===== src/rtl/core/cwt_pkg.sv =====
// Package for the counter widening table: field widths, reset values,
// command codes and the controller-to-datapath command and status structs.
// Depends on nothing; every other file of the block imports it.
package cwt_pkg;

  localparam int unsigned MAX_PORTS_DEF    = 32;
  localparam int unsigned MAX_COUNTERS_DEF = 64;

  localparam int unsigned LOW_BITS = 16;
  localparam int unsigned WORD_W   = 64;
  localparam int unsigned HIGH_W   = WORD_W - LOW_BITS;

  localparam int unsigned CMD_W   = 2;
  localparam int unsigned PORT_W  = 5;
  localparam int unsigned WADDR_W = 4;
  localparam int unsigned MASK_W  = 64;
  localparam int unsigned BYTES_W = 32;
  localparam int unsigned CIDX_W  = 6;
  localparam int unsigned PCNT_W  = 6;
  localparam int unsigned CCNT_W  = 7;

  localparam int unsigned APB_AW = 3;
  localparam int unsigned APB_DW = 32;

  localparam logic [PCNT_W-1:0] PORTS_RST    = 6'd18;
  localparam logic [CCNT_W-1:0] COUNTERS_RST = 7'd39;

  // Register select is paddr[2].
  localparam logic REG_PORTS    = 1'b0;
  localparam logic REG_COUNTERS = 1'b1;

  typedef enum logic [CMD_W-1:0] {
    CMD_OVERFLOW = 2'd0,
    CMD_READ     = 2'd1,
    CMD_ZERO     = 2'd2
  } cmd_e;

  typedef struct packed {
    logic              capture;
    logic              mem_rd;
    logic              ovf_rd;
    logic              wr_zero;
    logic              wr_clear;
    logic              load_out;
    logic              last;
    logic [CIDX_W-1:0] cnt_idx;
  } dp_cmd_t;

  typedef struct packed {
    logic out_free;
  } dp_status_t;

endpackage


===== src/rtl/core/cwt_ctrl.sv =====
// Controller of the counter widening table: accepts commands, walks counters
// and sequences the table memory and output register. Depends on cwt_pkg.
module cwt_ctrl import cwt_pkg::*; #(
  parameter int unsigned MAX_PORTS    = MAX_PORTS_DEF,
  parameter int unsigned MAX_COUNTERS = MAX_COUNTERS_DEF,
  parameter int unsigned DEPTH        = MAX_PORTS_DEF * MAX_COUNTERS_DEF,
  parameter int unsigned AW           = 11
) (
  input  logic               clk_i,
  input  logic               rst_ni,
  input  logic               in_valid_i,
  output logic               in_ready_o,
  input  logic [CMD_W-1:0]   in_cmd_i,
  input  logic [PORT_W-1:0]  in_port_i,
  input  logic [WADDR_W-1:0] in_waddr_i,
  input  logic [PCNT_W-1:0]  eff_ports_i,
  input  logic [CCNT_W-1:0]  eff_counters_i,
  input  dp_status_t         dp_status_i,
  output dp_cmd_t            dp_cmd_o,
  output logic [AW-1:0]      mem_addr_o
);

  localparam int unsigned CIW = $clog2(MAX_COUNTERS);

  typedef enum logic [2:0] {
    ST_CLEAR,
    ST_IDLE,
    ST_OVF,
    ST_RD_ISSUE,
    ST_RD_LOAD,
    ST_ZERO
  } state_e;

  state_e            state_q;
  logic [CIDX_W-1:0] cur_q;
  logic [PORT_W-1:0] port_q;
  logic [AW-1:0]     clr_q;

  logic              accept;
  logic              port_ok;
  logic [CIDX_W-1:0] first_idx;
  logic              grp_ok;
  logic [CIDX_W:0]   cur_inc;
  logic              cnt_end;
  logic              run_end;

  assign in_ready_o = (state_q == ST_IDLE);
  assign accept     = in_valid_i && in_ready_o;
  assign port_ok    = {1'b0, in_port_i} < eff_ports_i;
  assign first_idx  = {in_waddr_i, 2'b00};
  assign grp_ok     = {1'b0, first_idx} < eff_counters_i;
  assign cur_inc    = {1'b0, cur_q} + 7'd1;
  assign cnt_end    = cur_inc >= eff_counters_i;
  // A read or zero run covers one group of four and stops at the count in use.
  assign run_end    = (cur_q[1:0] == 2'd3) || cnt_end;

  assign mem_addr_o = (state_q == ST_CLEAR) ? clr_q : AW'({port_q, cur_q[CIW-1:0]});

  always_comb begin
    dp_cmd_o          = '0;
    dp_cmd_o.capture  = accept;
    dp_cmd_o.ovf_rd   = (state_q == ST_OVF);
    dp_cmd_o.mem_rd   = (state_q == ST_RD_ISSUE);
    dp_cmd_o.wr_zero  = (state_q == ST_ZERO);
    dp_cmd_o.wr_clear = (state_q == ST_CLEAR);
    dp_cmd_o.load_out = (state_q == ST_RD_LOAD) && dp_status_i.out_free;
    dp_cmd_o.last     = run_end;
    dp_cmd_o.cnt_idx  = cur_q;
  end

  always_ff @(posedge clk_i or negedge rst_ni) begin
    if (!rst_ni) begin
      state_q <= ST_CLEAR;
      cur_q   <= '0;
      port_q  <= '0;
      clr_q   <= '0;
    end else begin
      unique case (state_q)
        ST_CLEAR: begin
          clr_q <= clr_q + AW'(1);
          if (clr_q == AW'(DEPTH - 1)) begin
            state_q <= ST_IDLE;
          end
        end
        ST_IDLE: begin
          if (accept && port_ok) begin
            port_q <= in_port_i;
            unique case (in_cmd_i)
              CMD_OVERFLOW: begin
                if (eff_counters_i != '0) begin
                  cur_q   <= '0;
                  state_q <= ST_OVF;
                end
              end
              CMD_READ: begin
                if (grp_ok) begin
                  cur_q   <= first_idx;
                  state_q <= ST_RD_ISSUE;
                end
              end
              CMD_ZERO: begin
                if (grp_ok) begin
                  cur_q   <= first_idx;
                  state_q <= ST_ZERO;
                end
              end
              default: begin
              end
            endcase
          end
        end
        ST_OVF: begin
          if (cnt_end) begin
            state_q <= ST_IDLE;
          end else begin
            cur_q <= cur_inc[CIDX_W-1:0];
          end
        end
        ST_RD_ISSUE: begin
          state_q <= ST_RD_LOAD;
        end
        ST_RD_LOAD: begin
          if (dp_status_i.out_free) begin
            if (run_end) begin
              state_q <= ST_IDLE;
            end else begin
              cur_q   <= cur_inc[CIDX_W-1:0];
              state_q <= ST_RD_ISSUE;
            end
          end
        end
        ST_ZERO: begin
          if (run_end) begin
            state_q <= ST_IDLE;
          end else begin
            cur_q <= cur_inc[CIDX_W-1:0];
          end
        end
        default: begin
          state_q <= ST_IDLE;
        end
      endcase
    end
  end

endmodule


===== config.mk =====
export PLATFORM = sky130hd
export DESIGN_NAME = cwt_ctrl
export DESIGN_NICKNAME = d
export VERILOG_FILES = /design/src/rtl/core/cwt_pkg.sv /design/src/rtl/core/cwt_ctrl.sv
export SDC_FILE = /design/constraint.sdc
export NUM_CORES = 1
export LEC_CHECK = 0
export BUFFER_PORTS_ARGS = -buffer_cell sky130_fd_sc_hd__buf_4
export CELL_PAD_IN_SITES_DETAIL_PLACEMENT = 1
export CELL_PAD_IN_SITES_GLOBAL_PLACEMENT = 1
export CORE_MARGIN = 5
export CORE_UTILIZATION = 43
export DETAILED_ROUTE_END_ITERATION = 12
export GPL_TIMING_DRIVEN = 0
export PLACE_DENSITY_LB_ADDON = 0.1
export SLEW_MARGIN = 10
export SYNTH_ARGS = -nofsm -noshare
export SYNTH_HDL_FRONTEND = slang
export SYNTH_SLANG_ARGS = --single-unit

===== constraint.sdc =====
create_clock -name clk_i -period 6.8 [get_ports clk_i]
set_input_delay 0.68 -clock clk_i [delete_from_list [all_inputs] [get_ports clk_i]]
set_output_delay 0.68 -clock clk_i [all_outputs]
set_load 0.005 [all_outputs]

# ---- Yosys cells after proc, flatten, opt, wreduce, memory -nomap -nowiden
# Index checks and enable logic that the tools add are counted.
dict set report op_classes {
  add_sub_neg 2
  n_mul 0
  div 0
  order_cmp 3
  eq_ne 21
  shifts 0
  muxes 20
  bitwise_logic 0
  reduce_logical 12
}
# operator n
set op_table {}
lappend op_table {{$mux 6} 6}
lappend op_table {{$mux 3} 8}
lappend op_table {{$pmux 6 s4} 1}
lappend op_table {{$pmux 3 s6} 1}
lappend op_table {{$pmux 6 s2} 1}
lappend op_table {{$add 11x1->11 const B} 1}
lappend op_table {{$eq 11x11->1 const B} 1}
lappend op_table {{$mux 11} 1}
lappend op_table {{$ne 3x3->1 const B} 3}
lappend op_table {{$pmux 3 s3} 1}
lappend op_table {{$reduce_and 9->1} 1}
lappend op_table {{$ne 2x1->1 const B} 4}
lappend op_table {{$add 6x1->7 const B} 1}
lappend op_table {{$ge 7x7->1} 1}
lappend op_table {{$lt 6x7->1} 1}
lappend op_table {{$reduce_and 7->1} 1}
lappend op_table {{$reduce_bool 7->1} 1}
lappend op_table {{$eq 3x2->1 const B} 2}
lappend op_table {{$eq 3x3->1 const B} 2}
lappend op_table {{$lt 5x6->1} 1}
lappend op_table {{$ne 3x2->1 const B} 2}
lappend op_table {{$eq 2x2->1 const B} 2}
lappend op_table {{$ne 2x2->1 const B} 2}
lappend op_table {{$ne 4x1->1 const B} 1}
lappend op_table {{other kinds (10)} 12}
dict set report totals {
  regBits 25
  latchBits 0
  ramBits 0
  mem_bits_ro 0
  in_bits 28
  output_inout_bits 25
  n_memories 0
}

# ---- Longest topological paths before layout
dict set report depth {
  word_depth 6
  mapped_depth 12
}

# ---- Worst setup path after synthesis
# No wires, ideal clock.
dict set report synth_timing {
  kind {reg2reg}
  from {register cur_q[0]}
  to {register cur_q[0]}
  t_arrival_ps 2686
  slack_ps 3988
  stages_incl_launch_ff 13
  path_buffers 2
  period_less_slack_ps 2812
  cell_sequence {dfrtp_1 ha_1 clkbuf_1 and3_1 and3_1 ha_1 a21oi_1 o21a_1 o211ai_1 a22oi_2 and3_1 buf_6 mux2_4}
}
dict set report synth_between {
  elab_chain_cells 6
  elab_cells_between_ends 10
  cone_classes {1 x add/sub; 1 x order compare; 2 x eq/ne; 4 x mux; 2 x reduce/logical}
}
# element line
set synth_rtl {}
lappend synth_rtl {{from (decl)} cwt_ctrl.sv:35} ;# logic [CIDX_W-1:0] cur_q;
lappend synth_rtl {{from (signal assigned)} cwt_ctrl.sv:97} ;# cur_q <= first_idx;
lappend synth_rtl {{from (signal assigned)} cwt_ctrl.sv:103} ;# cur_q <= first_idx;
lappend synth_rtl {{from (signal assigned)} cwt_ctrl.sv:116} ;# cur_q <= cur_inc[CIDX_W-1:0];
lappend synth_rtl {{$add 6x1->7} cwt_ctrl.sv:52} ;# assign cur_inc = {1'b0, cur_q} + 7'd1;
lappend synth_rtl {{$ge 7x7->1} cwt_ctrl.sv:53} ;# assign cnt_end = cur_inc >= eff_counters_i;
lappend synth_rtl {{$logic_or 1x1->1 (*)} cwt_ctrl.sv:55} ;# assign run_end = (cur_q[1:0] == 2'd3) || cnt_end;
lappend synth_rtl {{named net run_end} cwt_ctrl.sv:45} ;# logic run_end;
lappend synth_rtl {{$mux 6 (*)} {cwt_ctrl.sv:124, cwt_ctrl.sv:133}}
lappend synth_rtl {{$mux 6} cwt_ctrl.sv:123} ;# if (dp_status_i.out_free) begin
lappend synth_rtl {{$pmux 6 s4 (*)} cwt_ctrl.sv:78} ;# unique case (state_q)
# The timed path passes the listed nets; every way through them passes the cells marked *. The select of a mux whose other input is x is not followed.
# A chain may end at the register's enable or synchronous reset.

# ---- Worst setup path after layout
dict set report layout_timing {
  from {register cur_q[0]}
  to {output dp_cmd_o[6] (netlist bit)}
}
dict set report layout_between {
  elab_chain_cells 3
  elab_cells_between_ends 4
  cone_classes {1 x add/sub; 1 x order compare; 1 x eq/ne; 1 x reduce/logical}
}
# element line
set layout_rtl {}
lappend layout_rtl {{$add 6x1->7} cwt_ctrl.sv:52}
lappend layout_rtl {{$ge 7x7->1} cwt_ctrl.sv:53}
lappend layout_rtl {{$logic_or 1x1->1 (*)} cwt_ctrl.sv:55}
lappend layout_rtl {{to (decl)} cwt_ctrl.sv:19} ;# output dp_cmd_t dp_cmd_o,
# Mark *: on every way between the ends. The rest lies on a longest branch, timed or not.

==> results.yml <==
synth:
  yosys.cell_types.count: 53
  avgSynthCellArea_um2: 9.61
  synth-warning-count: 0
  synth_flop_cell: "dfrtp_1"
  syn-cell-area_mm2: 0.00209
  synth_edf_count: 0
  syn-num-nets: 266
  synthesis.instances: 217
  ys_async_sr_fraction: 1.00
  ys_seq_elements: 25
  share_of_the_yosys_chip_area_belonging_to_registers: 0.300
setup_path:
  critical_path.reg2reg.startpoint: "cur_q[0]"
  critical_path_peak_fanout: 8
  reg2reg_slack_ns: 3.58
  setup_cp_type: "reg -> out"
  endpoint_of_the_worst_register_to_register_path: "cur_q[0]"
  timing.critical_path.from_type: "flip-flop"
  reg2regPathDepth: 11
  critical_path_arrival_ns: 2.73
  cp-end-kind: "output port"
  cp-startpoint: "cur_q[0]"
  crit_required_ns: 6.12
cells_and_area:
  area_growth_syn_to_layout_pct: 25.1
  fill_cells: 567
  layout.cell_area.non_filler_mm2: 0.00261
  layout-drive-gt1-share: 0.337
  layout_common_cells: "buf_4, dfrtp_1, ha_1"
  final_nets: 323
  layout_commonest_cell: "buf_4"
  antenna-diode-count: 0
detailed_routing:
  topRoutingLayerUsed: "met4"
  postRouteWirelength_um: 5380
  drt_pass_1_iters: 4
  via_count: 1846
  wl_met3_um: 182
  post_drt_wl_per_cell_um: 15.8
  route.layer.met1.wl_um: 2380
  route.detailed.vias_per_inst: 5.43
  drc: 0
  met2_length_um: 2770
  drt_first_iter_violations: 60
  antenna_violating_nets_post_route: 0
timing:
  worst_slew_pin_slew_ns: 0.581
  finalSetupViolations: 0
  final.period_utilization: 0.502
  final_hold_viol_count: 0
  clock-skew-final_ns: 0.00532
  worst_slew_margin_rel: 0.611
  totalNegativeSetupSlack_ns: 0
  grt_setup_unrepaired: "false"
  fmax_ghz: 0.293
  fin_crit_ns: 3.41
  finalMaxSlewViolations: 0
cts:
  cts.htree.levels: 1
  clock_latency_ns: 0.27
  total_setup_buffers_inserted_after_cts: 0
  clkSinkCount: 25
  cts_made_buffers: 3
  cts_tree: "yes"
  cts_max_path_buffers: 2
  cts_resized: 0
  holdBufCountCts: 0
  clk_pin_slew_ns: 0.09
  clock-root-buffer: "clkbuf_8"
power:
  power_frac_comb: 0.141
  power.leakage_nw: 1.30
  pwr_density_mw_per_mm2: 107
  seq_power_share: 0.533
  worst_ir_drop_vdd_uv: 91.7
  net-switching-power_w: 0.0000681
  power.share.switching: 0.244
  p_int_w: 0.000211
  clkPwrFrac: 0.326
floorplanning:
  floorplan_die_height_um: 79.6
  start_util: 0.442
  die_footprint_mm2: 0.00634
  die_width_um: 79.6
  area_of_the_core_mm2: 0.00472
  placement_rows: 25
  pin_count: 53
placed_design:
  place.detailed.hpwl_um: 4510
  port_buffers: 52
  globalplace.congestion: 0.793
  placedInstanceArea_mm2: 0.00256
global_routing:
  antenna_found_initial: 0
  grt_start_max_net_pins: 26
  grt_first_pass_wirelength_um: 9180
  number_of_global_route_vias_before_repair: 1933
  overflow: 0
  track_usage: 0.183
job:
  drv_cap: 0
status:
  status: "complete, no violations"
min_path:
  min-delay-path-class: "in -> async"
## registers in the layout (all words and copies together), names as in the netlist
| signal | flops |
|---|---|
| clr_q | 11 |
| cur_q | 6 |
| port_q | 5 |
| state_q | 3 |
## power by group through the flow
stage / registers, W / logic (W) / clock network [W]
after floorplan: 0.000152 / 0.0000178 / 0
after global placement: 0.000151 / 0.0000392 / 0
after detailed placement: 0.000151 / 0.0000400 / 0
after CTS: 0.000149 / 0.0000403 / 0.0000953
after global routing: 0.000149 / 0.0000450 / 0.000101
final: 0.000149 / 0.0000394 / 0.0000909
## Yosys cell counts, types with 2 or more instances
cell type | instances | area [um^2]
o21ai_1 | 3 | 15.0
nand4_1 | 6 | 37.5
and2_1 | 3 | 18.8
inv_1 | 14 | 52.6
nand2_1 | 8 | 30.0
buf_4 | 3 | 22.5
dfrtp_1 | 25 | 626
nor3b_1 | 2 | 15.0
o21ai_0 | 5 | 25.0
a41oi_1 | 4 | 35.0
ha_1 | 21 | 263
nor3_1 | 4 | 20.0
and3_1 | 5 | 31.3
mux2_4 | 2 | 30.0
a21o_1 | 2 | 15.0
xor2_1 | 5 | 43.8
nand2b_1 | 4 | 25.0
xnor2_1 | 9 | 78.8
nand3_1 | 7 | 35.0
o31ai_1 | 2 | 15.0
a31oi_1 | 5 | 31.3
mux2_2 | 17 | 191
a211oi_1 | 2 | 15.0
clkbuf_1 | 3 | 11.3
a21oi_1 | 12 | 60.1
nor2b_1 | 2 | 12.5
o211ai_1 | 4 | 30.0
nor2_1 | 12 | 45.0
buf_2 | 2 | 10.0
## metal layers
layer / vias up / GRT usage
li1: 905 / -
met1: 905 / 0.240
met2: 32 / 0.326
met3: 4 / 0.0181
met4: 0 / 0.0378
met5: - / 0
## worst max-delay path, stage by stage, from the launching register on
cell,delay (ns)
dfrtp_1,0.50
ha_1,0.19
clkbuf_1,0.33
xor2_1,0.20
ha_1,0.26
a21o_1,0.18
a31oi_1,0.29
o211ai_1,0.21
buf_4,0.17
buf_4,0.12
## how the worst max path moves through the flow
stage	endpoint	slack, ns
2_1_floorplan	cur_q[0]	3.99
3_3_place_gp	cur_q[1]	3.66
3_5_place_dp	cur_q[1]	3.58
4_1_cts	dp_cmd_o[6]	3.34
5_1_grt	dp_cmd_o[6]	3.12
6_report	dp_cmd_o[6]	3.39
## logic make-up (layout without fill, tap and decap cells)
group           Yosys count  count (layout)  share of synthesized area
fa+ha+maj                21              21                      0.126
xor+xnor                 14              14                     0.0588
buf+inv                  24              80                     0.0534
simple gates             64              64                      0.185
mux                      21              21                      0.116
flops                    25              25                      0.300
compound gates           48              48                      0.161
## metrics by stage
step / total power, W / worst slack [ns] / std cells / hold WS [ns] / util
final: 0.000279 / 3.39 / 340 / 0.294 / 0.553
after global routing: 0.000295 / 3.12 / 340 / 0.310 / 0.553
after CTS: 0.000284 / 3.34 / 340 / 0.301 / 0.553
after detailed placement: 0.000191 / 3.58 / 336 / 0.490 / 0.542
after global placement: 0.000191 / 3.66 / 336 / 0.491 / 0.542
after floorplan: 0.000169 / 3.99 / 217 / 0.384 / -
## layout make-up
cell class / count / area, um^2 / area share
Multi-Input combinational cell: 168 / 1350 / 0.517
Sequential cell: 25 / 626 / 0.240
Clock buffer: 3 / 41.3 / 0.0158
Inverter: 15 / 56.3 / 0.0216
Clock inverter: 1 / 8.76 / 0.00336
Buffer: 9 / 55.1 / 0.0211
Tap cell: 67 / 83.8 / 0.0321
Timing Repair Buffer: 52 / 390 / 0.150
Power figures use the tool's default switching activity.
