**config.mk**
```make
export PLATFORM = sky130hd
export DESIGN_NAME = cwt_cfg
export DESIGN_NICKNAME = d
export VERILOG_FILES = /design/src/rtl/core/cwt_pkg.sv /design/src/rtl/core/cwt_cfg.sv
export SDC_FILE = /design/constraint.sdc
export NUM_CORES = 1
export LEC_CHECK = 0
export BUFFER_PORTS_ARGS = -buffer_cell sky130_fd_sc_hd__clkbuf_2
export CAP_MARGIN = 20
export CORE_MARGIN = 2
export CORE_UTILIZATION = 32
export CTS_CLUSTER_SIZE = 28
export DETAILED_ROUTE_END_ITERATION = 8
export HOLD_SLACK_MARGIN = 0.05
export PLACE_DENSITY_LB_ADDON = 0.2
export RECOVER_POWER = 100
export SETUP_SLACK_MARGIN = 0.4
export SYNTH_ARGS = -nofsm -noshare
export SYNTH_HDL_FRONTEND = slang
export SYNTH_SLANG_ARGS = --single-unit
```
**constraint.sdc**
```tcl
create_clock -name clk_i -period 0.9 [get_ports clk_i]
set_clock_uncertainty 0.05 [all_clocks]
set_input_delay 0.18 -clock clk_i [delete_from_list [all_inputs] [get_ports clk_i]]
set_output_delay 0.18 -clock clk_i [all_outputs]
set_load 0.01 [all_outputs]
```
**src/rtl/core/cwt_pkg.sv**
```systemverilog
// Package for the counter widening table: field widths, reset values,
// command codes and the controller-to-datapath command and status structs.
// Depends on nothing; every other file of the block imports it.
package cwt_pkg;

  localparam int unsigned MAX_PORTS_DEF    = 32;
  localparam int unsigned MAX_COUNTERS_DEF = 64;

  localparam int unsigned LOW_BITS = 16;
  localparam int unsigned WORD_W   = 64;
  localparam int unsigned HIGH_W   = WORD_W - LOW_BITS;

  localparam int unsigned CMD_W   = 2;
  localparam int unsigned PORT_W  = 5;
  localparam int unsigned WADDR_W = 4;
  localparam int unsigned MASK_W  = 64;
  localparam int unsigned BYTES_W = 32;
  localparam int unsigned CIDX_W  = 6;
  localparam int unsigned PCNT_W  = 6;
  localparam int unsigned CCNT_W  = 7;

  localparam int unsigned APB_AW = 3;
  localparam int unsigned APB_DW = 32;

  localparam logic [PCNT_W-1:0] PORTS_RST    = 6'd18;
  localparam logic [CCNT_W-1:0] COUNTERS_RST = 7'd39;

  // Register select is paddr[2].
  localparam logic REG_PORTS    = 1'b0;
  localparam logic REG_COUNTERS = 1'b1;

  typedef enum logic [CMD_W-1:0] {
    CMD_OVERFLOW = 2'd0,
    CMD_READ     = 2'd1,
    CMD_ZERO     = 2'd2
  } cmd_e;

  typedef struct packed {
    logic              capture;
    logic              mem_rd;
    logic              ovf_rd;
    logic              wr_zero;
    logic              wr_clear;
    logic              load_out;
    logic              last;
    logic [CIDX_W-1:0] cnt_idx;
  } dp_cmd_t;

  typedef struct packed {
    logic out_free;
  } dp_status_t;

endpackage

```
**src/rtl/core/cwt_cfg.sv**
```systemverilog
// APB register file of the counter widening table: port count and counter count,
// clamped to the configured maximum. Depends on cwt_pkg.
module cwt_cfg import cwt_pkg::*; #(
  parameter int unsigned MAX_PORTS    = MAX_PORTS_DEF,
  parameter int unsigned MAX_COUNTERS = MAX_COUNTERS_DEF
) (
  input  logic              clk_i,
  input  logic              rst_ni,
  input  logic              psel,
  input  logic              penable,
  input  logic              pwrite,
  input  logic [APB_AW-1:0] paddr,
  input  logic [APB_DW-1:0] pwdata,
  output logic [APB_DW-1:0] prdata,
  output logic              pready,
  output logic [PCNT_W-1:0] eff_ports_o,
  output logic [CCNT_W-1:0] eff_counters_o
);

  logic [PCNT_W-1:0] ports_q;
  logic [CCNT_W-1:0] counters_q;
  logic              wr_en;

  assign pready = 1'b1;
  assign wr_en  = psel && penable && pwrite && pready;

  always_ff @(posedge clk_i or negedge rst_ni) begin
    if (!rst_ni) begin
      ports_q    <= PORTS_RST;
      counters_q <= COUNTERS_RST;
    end else if (wr_en) begin
      if (paddr[2] == REG_COUNTERS) begin
        counters_q <= pwdata[CCNT_W-1:0];
      end else begin
        ports_q <= pwdata[PCNT_W-1:0];
      end
    end
  end

  assign prdata = (paddr[2] == REG_COUNTERS) ? APB_DW'(counters_q) : APB_DW'(ports_q);

  assign eff_ports_o    = (ports_q > PCNT_W'(MAX_PORTS)) ? PCNT_W'(MAX_PORTS) : ports_q;
  assign eff_counters_o = (counters_q > CCNT_W'(MAX_COUNTERS)) ?
                          CCNT_W'(MAX_COUNTERS) : counters_q;

endmodule

```
Word level (Yosys, flattened, before mapping)
Index checks and enable logic that the tools add are counted.
- bitwise logic cells: 1
- $lt $le $gt $ge: 2
- reductions and logical operators: 4
- mux-type cells: 3
- operators by type and width (cell ; number):
    7-bit two-way mux ; 2
    7-bit > comparator (second input constant) ; 1
    6-bit > comparator (second input constant) ; 1
    6-bit two-way mux ; 1
    2-bit AND reduction ; 2
    1-bit logical AND ; 2
    1-bit NOT ; 1
- logic and storage cells: 12
- bits in registers: 13
- output and inout port bits: 46

Logic depth before layout (Yosys ltp)
Gate-level depths: netlist of run 1.
- word-level depth: 3
- depth in mapped cells: 3
- mapped depth without buffers: 2

Least setup slack after synthesis of run 1
No wires, ideal clock.
- path kind: input-to-reg
- from: input port paddr[2]
- to: register ports_q[0]
- data required time: 0.725 ns
- arrival: 0.786 ns
- stages on the path: 3
- setup slack: -0.061 ns
- path buffers: 1
- library setup time: 0.125 ns
- cell sequence: buf_6 nand4b_4 mux2_2
- longest elaborated chain between the ends: 2
- ends and longest elaborated chain (what ; line ; RTL):
    start: declaration ; cwt_cfg.sv:12 ; input logic [APB_AW-1:0] paddr,
    1-bit NOT (no source line) ; -- ;
    2-bit AND reduction (no source line) ; -- ;
    end signal: assignment ; cwt_cfg.sv:35 ; ports_q <= pwdata[PCNT_W-1:0];
    end: declaration ; cwt_cfg.sv:20 ; logic [PCNT_W-1:0] ports_q;
Every way passes these cells.
A chain may end at the register's enable or synchronous reset.

Final worst setup path of run 1
- from: register counters_q[6]
- to: output port eff_counters_o[0]
- longest elaborated chain between the ends: 2
- ends and longest elaborated chain (what ; line ; RTL):
    start: declaration ; cwt_cfg.sv:21 ; logic [CCNT_W-1:0] counters_q;
    start signal: assignment ; cwt_cfg.sv:33 ; counters_q <= pwdata[CCNT_W-1:0];
    7-bit > comparator ; cwt_cfg.sv:43 ; assign eff_counters_o = (counters_q > CCNT_W'(MAX_COUNTERS)) ?
    7-bit two-way mux ; cwt_cfg.sv:43 ;
    end: declaration ; cwt_cfg.sv:17 ; output logic [CCNT_W-1:0] eff_counters_o
Every way passes these cells.

==> impl_metrics.toml, run 1 <==
[timing]
worst_pin_slew_ns = 0.723
fin_tns_setup_ns = -8.93
hold_viol_final = 7
setup_ws_ns = -0.439
relSlewSlack_pct = 51.8
finalCriticalPeriod_ns = 1.34
finalCritPeriodShare_pct = 149
rsz0062_at_grt = "true"
setup_violations = 31
drv_slew = 0
fin_hold_ws_ns = -0.115
fmax_mhz = 747

[synthesis]
synth_area_leaders = "mux2_2, buf_4, dfrtp_1"
netlist.area_leader.share_pct = 24.1
synth-seq-cells = 13
yosysWarningCount = 0
postSynthAreaPerCell_um2 = 11.6
synth_area_um2 = 890
synth_cells = 77
ys_seq_area_share_pct = 37.4
yosysTopAreaCell = "mux2_2"
yosys.cell_types.count = 11

[finish]
layout_commonest_cell = "conb_1"
syn_to_final_growth_pct = 55.4
n_antenna_cell = 0
fill_cells = 241
final_util_pct = 51.5
drive_gt1_share_pct = 70.2
final_nets = 162
most-common-layout-cells = "conb_1, buf_6, mux2_4"

[power_and_ir_drop]
p_leak_nw = 0.742
irDropWorstVdd_uv = 1070
p_per_area_mw_per_mm2 = 1940

[global_routing]
grt_pass1_wl_mm = 2.88
grt_pass1_vias = 611
overflow = 0
grt_max_degree = 14
gr-usage-all-layers_pct = 11.6
grt_antenna_before_repair = 0

[worst_setup_path]
r2r-start = "counters_q[6]"
reg2reg_depth = 2
cp.required_ns = 0.67
critPathCaptureType = "output pin"
r2r_slack_ns = -0.14
cp.arrival_ns = 1.11
worst_r2r_endpoint = "counters_q[6]"
worst-path-max-fanout = 5
worst_setup_path_start_kind = "register"
crit_type = "reg -> out"

[clock_network]
cts_tree = "built"
cts-root-buf = "clkbuf_4"
cts.sinks = 13
cts_buffers = 3
clk_latency_ns = 0.27
clk_pin_slew_ns = 0.08
clock_path_buffers = 2
cts_max_level = 1

[placed_design]
dpl.hpwl_mm = 1.36
pre_cts_ws_ns = -0.323
port_buffers = 32
gp_congestion = 0.739

[routing]
drt_iter0_markers = 1
vias = 613
postRouteWirelength_mm = 1.95
vias_per_cell = 4.03
drcViolationCount = 0
ant_nets = 0
dr.pass1.iters = 2
wire_per_inst_um = 12.8

[floorplanning]
die-width_um = 56.7
core_area_mm2 = 0.00269
initial_core_util_pct = 33.1
num_rows = 19
die_y_um = 56.7
die_area_mm2 = 0.00322
ios = 86

[job]
drv_cap = 0

[run_status]
violations = "negative hold slack, negative setup slack"
status = "complete, but fails checks"

[hold_path]
hp-class = "in -> async"
[power by group]
group          leakage (nW)  switching [mW]  total (mW)  internal, mW
sequential            0.145           0.133       0.896         0.763
combinational         0.582           0.497        1.42         0.926
clock                0.0150           0.186       0.357         0.171
[registers in the layout, indices dropped and copies added, names as in the netlist]
register,count
counters_q,7
ports_q,6
[worst max-delay path by stage]
| stage | depth (start not counted) | slack, ns | startpoint | to |
|---|---|---|---|---|
| 4_1_cts | 3 | -0.46 | counters_q[6] | eff_counters_o[4] |
| 3_5_place_dp | 3 | -0.32 | paddr[2] | ports_q[2] |
| 3_3_place_gp | 3 | -0.29 | paddr[2] | counters_q[6] |
| 5_1_grt | 2 | -0.49 | ports_q[5] | prdata[5] |
| 2_1_floorplan | 3 | -0.06 | paddr[2] | ports_q[0] |
| 6_report | 3 | -0.44 | counters_q[6] | eff_counters_o[0] |
[worst max-delay path: stages, from the launching register on]
cell,delay (ns)
dfrtp_2,0.47
buf_4,0.16
nor2b_4,0.08
buf_2,0.12
[kinds of logic (layout without fill, tap and decap cells)]
group	Yosys count	count (layout)	share of synthesized area (%)
mux	19	19	24.1
buf+inv	29	49	24.1
other cells	2	26	0.844
flops	13	13	37.4
simple gates	14	14	13.6
[stage by stage]
step	power [mW]	cell area, µm²	std cells	hold WS (ns)
2_1_floorplan	1.51	1050	101	-0.166
3_3_place_gp	1.87	1110	144	0.0465
3_5_place_dp	1.88	1110	144	0.0470
4_1_cts	2.39	1220	148	-0.249
5_1_grt	2.84	1380	152	-0.0645
6_report	2.68	1380	152	-0.115
[final cells by class]
| cell class | count | area [µm²] | area share (%) |
|---|---|---|---|
| multi-input combinational | 59 | 558 | 40.4 |
| clock buffer | 4 | 26.3 | 1.90 |
| tap | 31 | 38.8 | 2.81 |
| timing repair buffer | 45 | 424 | 30.7 |
| sequential | 13 | 335 | 24.3 |
[timing repair]
| action | in CTS | in global routing |
|---|---|---|
| endpoints found under the hold margin | 13 | 7 |
| pin swaps | 0 | 1 |
| endpoints found under the setup margin | 33 | 33 |
| buffers inserted | 0 | 4 |
| resized for setup | 20 | 48 |
[metal layers]
metal,global-route usage [%],routed length [µm]
met3,3.00,142
met4,5.10,14
met2,18.1,1000
met5,0,0
met1,14.9,783
[cells in the mapped netlist]
master,count
and2_2,1
buf_4,26
buf_6,1
clkbuf_1,2
conb_1,2
dfrtp_1,7
dfstp_2,6
mux2_2,19
nand4_4,1
nand4b_4,1
nor2b_1,11
No activity file was read; power rests on OpenSTA's default activity.
==> run 2, diff against run 1 <==
- CORE_MARGIN: 2 -> default
- PLACE_DENSITY: default -> 0.76
- PLACE_DENSITY_LB_ADDON: 0.2 -> default
==> run 2 against run 1 <==
The flow still finishes with violations (negative hold slack, negative setup slack). Non-clock buffer count fell by 3. Global-route usage rose by 1.2 points. Fmax rose by 0.40%. Final cell count fell by 2.6%. Final area fell by 5.2%. Critical path depth fell by 1. Clock power fell by 2%. First-iteration DRC count did not move. Critical endpoint is now prdata[5]. Largest cell class unchanged. Highest routed layer is now met3.
==> impl_metrics.toml, run 2 (synthesized netlist as in run 1, its figures left out) <==
[run_status]
status = "complete, but fails checks"
violations = "negative hold slack, negative setup slack"

[timing]
finalCritPeriodShare_pct = 148
worst_pin_slew_ns = 0.674
fin_hold_ws_ns = -0.138
finalCriticalPeriod_ns = 1.33
setup_violations = 26
fin_tns_setup_ns = -8.22
drv_slew = 0
rsz0062_at_grt = "true"
fmax_mhz = 750
hold_viol_final = 7
relSlewSlack_pct = 55.1
setup_ws_ns = -0.434

[floorplanning]
die_area_mm2 = 0.00299
die_y_um = 54.7
core_area_mm2 = 0.00254
initial_core_util_pct = 35.0
ios = 86
die-width_um = 54.7
num_rows = 18

[finish]
top_register = "counters_q"
regArea_um2 = 334
top_regs = "counters_q: 7 flops, ports_q: 6 flops"
final_nets = 159
multi_input_area_um2 = 548
n_antenna_cell = 0
most-common-layout-cells = "conb_1, mux2_4, buf_6"
syn_to_final_growth_pct = 47.4
fill_cells = 235
drive_gt1_share_pct = 68.6
final_cell_area_mm2 = 0.00131
layout_commonest_cell = "conb_1"
largest_register_ffs = 7

[power_and_ir_drop]
p_sw_uw = 804
p_int_mw = 1.79
p_seq_share_pct = 34.0
p_per_area_mw_per_mm2 = 1980
sw_frac_of_total_pct = 30.9
irDropWorstVdd_uv = 917
combPwrFrac_pct = 52.6
p_leak_nw = 0.711
pwr-share-clk_pct = 13.5

[global_routing]
grt_pass1_wl_mm = 2.59
top_usage_layer = "met2"
overflow = 0
grt_pass1_vias = 533
groute.layer.met2.usage_pct = 22.3
grt_max_degree = 14
grt_use_met1_pct = 15.1
met3_usage_pct = 4.17
grt_antenna_before_repair = 0
gr-usage-all-layers_pct = 12.8

[worst_setup_path]
crit_slowest_cell = "dfrtp_1"
crit_chain = "mux2_4 > clkbuf_2"
worst_setup_path_start_kind = "register"
crit_type = "reg -> out"
cp.required_ns = 0.67
critPathCaptureType = "output pin"
slowest_delay_ns = 0.42
cp.arrival_ns = 1.10
worst-path-max-fanout = 4

[hold_path]
hp-class = "in -> async"

[placed_design]
port_buffers = 32
placed_area_mm2 = 0.00105
gp_congestion = 0.694
dpl.hpwl_mm = 1.34
pre_cts_ws_ns = -0.272

[clock_network]
clk_latency_ns = 0.27
cts.sinks = 13
clock_path_buffers = 2
cts_buffers = 3
clk_pin_slew_ns = 0.08
cts_max_level = 1
cts_tree = "built"
cts-root-buf = "clkbuf_4"

[routing]
drcViolationCount = 0
vias = 592
ant_nets = 0
wire_per_inst_um = 12.7
postRouteWirelength_mm = 1.88
dr.pass1.iters = 2
vias_per_cell = 4.00
drt_iter0_markers = 1

[job]
drv_cap = 0
run 2: changes by cell type in the layout (fill, tap and decap cells not counted), moves of 2 or more:
cell      before  now
buf_4          2    4
clkbuf_2      11   13
nor2b_4        8    6
nor2b_2        0    2
buf_6         24   17
run 2: stage by stage:
step                total power, mW  utilization [%]  std cells
floorplan                      1.51                -        101
global placement               1.76             41.4        138
detailed placement             1.78             41.4        138
CTS                            2.37             47.2        146
global route                   2.75             51.5        148
finish                         2.60             51.5        148
run 2: area by class of cell:
cell class / count / area share [%]
clock buffer: 3 / 1.72
multi-input combinational: 59 / 41.8
clock inverter: 1 / 0.382
timing repair buffer: 42 / 27.8
sequential: 13 / 25.5
tap: 30 / 2.86
run 2: path summary, 6_finish.rpt:
path                       depth (start not counted)       endpoint     startpoint  slack, ns
hold reg to reg                                    1     ports_q[2]     ports_q[2]       0.51
hold / removal                                     1     ports_q[0]         rst_ni      -0.14
setup / recovery                                   2      prdata[5]     ports_q[5]      -0.43
max in group asynchronous                          1  counters_q[6]         rst_ni       0.46
min in group clk_i                                 2  counters_q[6]      pwdata[6]       0.09
setup reg to reg                                   2  counters_q[6]  counters_q[6]      -0.13
run 2: what timing repair did:
action / in CTS / in global routing
hold endpoints to repair: 13 / 13
pin swaps: 1 / 1
setup buffers: 4 / 2
gates resized for setup: 16 / 36
endpoints found under the setup margin: 33 / 33
run 2: critical path: cells and delay by family, from the launching register on:
| family | cells | cell delay (ns) |
|---|---|---|
| multiplexers | 1 | 0.28 |
| buffers and inverters | 1 | 0.13 |
| flip-flops | 1 | 0.42 |
run 2: power groups by stage:
| stage | Sequential (mW) | Combinational, mW | Clock [mW] |
|---|---|---|---|
| floorplan | 0.874 | 0.637 | 0 |
| global placement | 0.903 | 0.860 | 0 |
| detailed placement | 0.908 | 0.872 | 0 |
| CTS | 0.873 | 1.14 | 0.360 |
| global route | 0.900 | 1.46 | 0.395 |
| finish | 0.882 | 1.37 | 0.350 |
run 2: metal layers:
metal	up-vias	routed length [µm]
met5	-	0
met4	0	0
met3	0	138
met2	30	959
met1	283	781
li1	279	-
==> run 3, diff against run 2 <==
- SETUP_SLACK_MARGIN: 0.4 -> 0.02
==> run 3 against run 2 <==
The run ends with negative setup slack left. Critical path depth unchanged. Setup slack better by 0.010 ns. Utilization is 0.93 points lower. Global-route usage increased by 0.14 points. Non-clock buffer count up 1. Final cell count increased by 0.68%. Final area decreased by 1.8%. Total power is 2.7% lower. Via count up 3.0%. Hold slack improved by 0.23 ns. Fmax is 0.76% higher. Critical endpoint unchanged.
==> impl_metrics.toml, run 3 (synthesized netlist as in run 1, its figures left out) <==
[run_status]
status = "complete, but fails checks"
violations = "negative setup slack"

[finish]
final_util_pct = 50.6
drive_gt1_share_pct = 68.1
most-common-layout-cells = "conb_1, buf_6, clkbuf_2"
syn_to_final_growth_pct = 44.7
regArea_um2 = 335
top_regs = "counters_q: 7 flops, ports_q: 6 flops"
n_antenna_cell = 0
layout_commonest_cell = "conb_1"
top_register = "counters_q"
fill_cells = 227
final_nets = 160
stdcell_count = 149
multi_input_area_um2 = 523
largest_register_ffs = 7

[timing]
fin_hold_ws_ns = 0.0952
hold_viol_final = 0
finalCritPeriodShare_pct = 147
setup_ws_ns = -0.424
rsz0062_at_grt = "true"
setup_violations = 24
fmax_mhz = 756
drv_slew = 0
fin_tns_setup_ns = -7.87
finalCriticalPeriod_ns = 1.32

[placed_design]
dpl.hpwl_mm = 1.32
post-place-cells = 139
pre_cts_ws_ns = -0.286
gp_congestion = 0.816
port_buffers = 32

[global_routing]
grt_pass1_vias = 576
grt_pass1_wl_mm = 2.69
grt_antenna_before_repair = 0
overflow = 0
grt_max_degree = 14
gr-usage-all-layers_pct = 12.9

[floorplanning]
die_y_um = 54.7
die-width_um = 54.7
die_area_mm2 = 0.00299
core_area_mm2 = 0.00254
num_rows = 18
ios = 86
initial_core_util_pct = 35.0

[worst_setup_path]
worst_setup_path_start_kind = "register"
cp.arrival_ns = 1.09
crit_chain = "mux2_2 > clkbuf_2"
worst-path-max-fanout = 4
cp.required_ns = 0.67
crit_slowest_cell = "dfrtp_2"
crit_type = "reg -> out"
critPathCaptureType = "output pin"
slowest_delay_ns = 0.44

[clock_network]
cts_tree = "built"
cts_max_level = 1
cts.sinks = 13
cts_buffers = 3
clk_latency_ns = 0.26
clk_pin_slew_ns = 0.08
cts-root-buf = "clkbuf_4"
clock_path_buffers = 2

[power_and_ir_drop]
irDropWorstVdd_uv = 1230
p_per_area_mw_per_mm2 = 1960
p_leak_nw = 0.679

[routing]
wire_per_inst_um = 12.0
postRouteWirelength_mm = 1.79
drcViolationCount = 0
drt_iter0_markers = 3
vias_per_cell = 4.09
vias = 610
ant_nets = 0
dr.pass1.iters = 2

[job]
drv_cap = 0

[hold_path]
hp-class = "in -> reg"
## run 3: cell types whose count changed in the layout (fill, tap and decap cells not counted), sizes merged
cell,previous run,this run
buf,27,29
dlygate4sd3,0,1
clkinv,1,0
clkbuf,18,17
## run 3: what timing repair did
| item | 4_1_cts | 5_1_grt |
|---|---|---|
| pin swaps | 0 | 0 |
| resized for setup | 14 | 42 |
| endpoints found under the hold margin | 13 | 0 |
| hold buffers | 1 | 0 |
| endpoints found under the setup margin | 27 | 23 |
| buffers inserted | 1 | 4 |
## run 3: report_power, final
| part | leakage [nW] | internal [mW] | switching, mW |
|---|---|---|---|
| combinational | 0.520 | 0.824 | 0.484 |
| clock | 0.0150 | 0.171 | 0.173 |
| sequential | 0.144 | 0.759 | 0.118 |
| total | 0.679 | 1.75 | 0.775 |
## run 3: per-stage QoR
step | total power [mW] | area, µm²
after CTS | 2.24 | 1140
final | 2.53 | 1290
after detailed placement | 1.76 | 1040
after global routing | 2.70 | 1290
after global placement | 1.74 | 1040
after floorplan | 1.48 | 1030
## run 3: area by class of cell
type / count / share of cell area (%)
Clock buffer: 4 / 2.04
Multi-Input combinational cell: 59 / 40.6
Sequential cell: 13 / 26.0
Tap cell: 30 / 2.92
Timing Repair Buffer: 43 / 28.4
## run 3: routing by layer
layer	part of all wire, %	vias up	track usage, %
met2	48	46	22.1
met4	0	0	3.85
met1	42	280	16.5
met3	9.8	0	1.94
li1	-	284	-
met5	0	-	0
## run 3: critical path: cells and delay by family (launching register included)
kind / cells / cell delay, ns
buffers and inverters: 1 / 0.13
DFF: 1 / 0.44
muxes: 1 / 0.26
## run 3: final timing paths
check / start / end / slack, ns / cells after the start
hold / removal: pwdata[6] / counters_q[6] / 0.1 / 2
setup / recovery: ports_q[5] / prdata[5] / -0.42 / 2
hold reg to reg: ports_q[0] / ports_q[0] / 0.49 / 1
max in group asynchronous: rst_ni / counters_q[5] / 0.21 / 2
setup reg to reg: counters_q[6] / counters_q[6] / -0.10 / 2
min in group asynchronous: rst_ni / counters_q[3] / 0.30 / 2
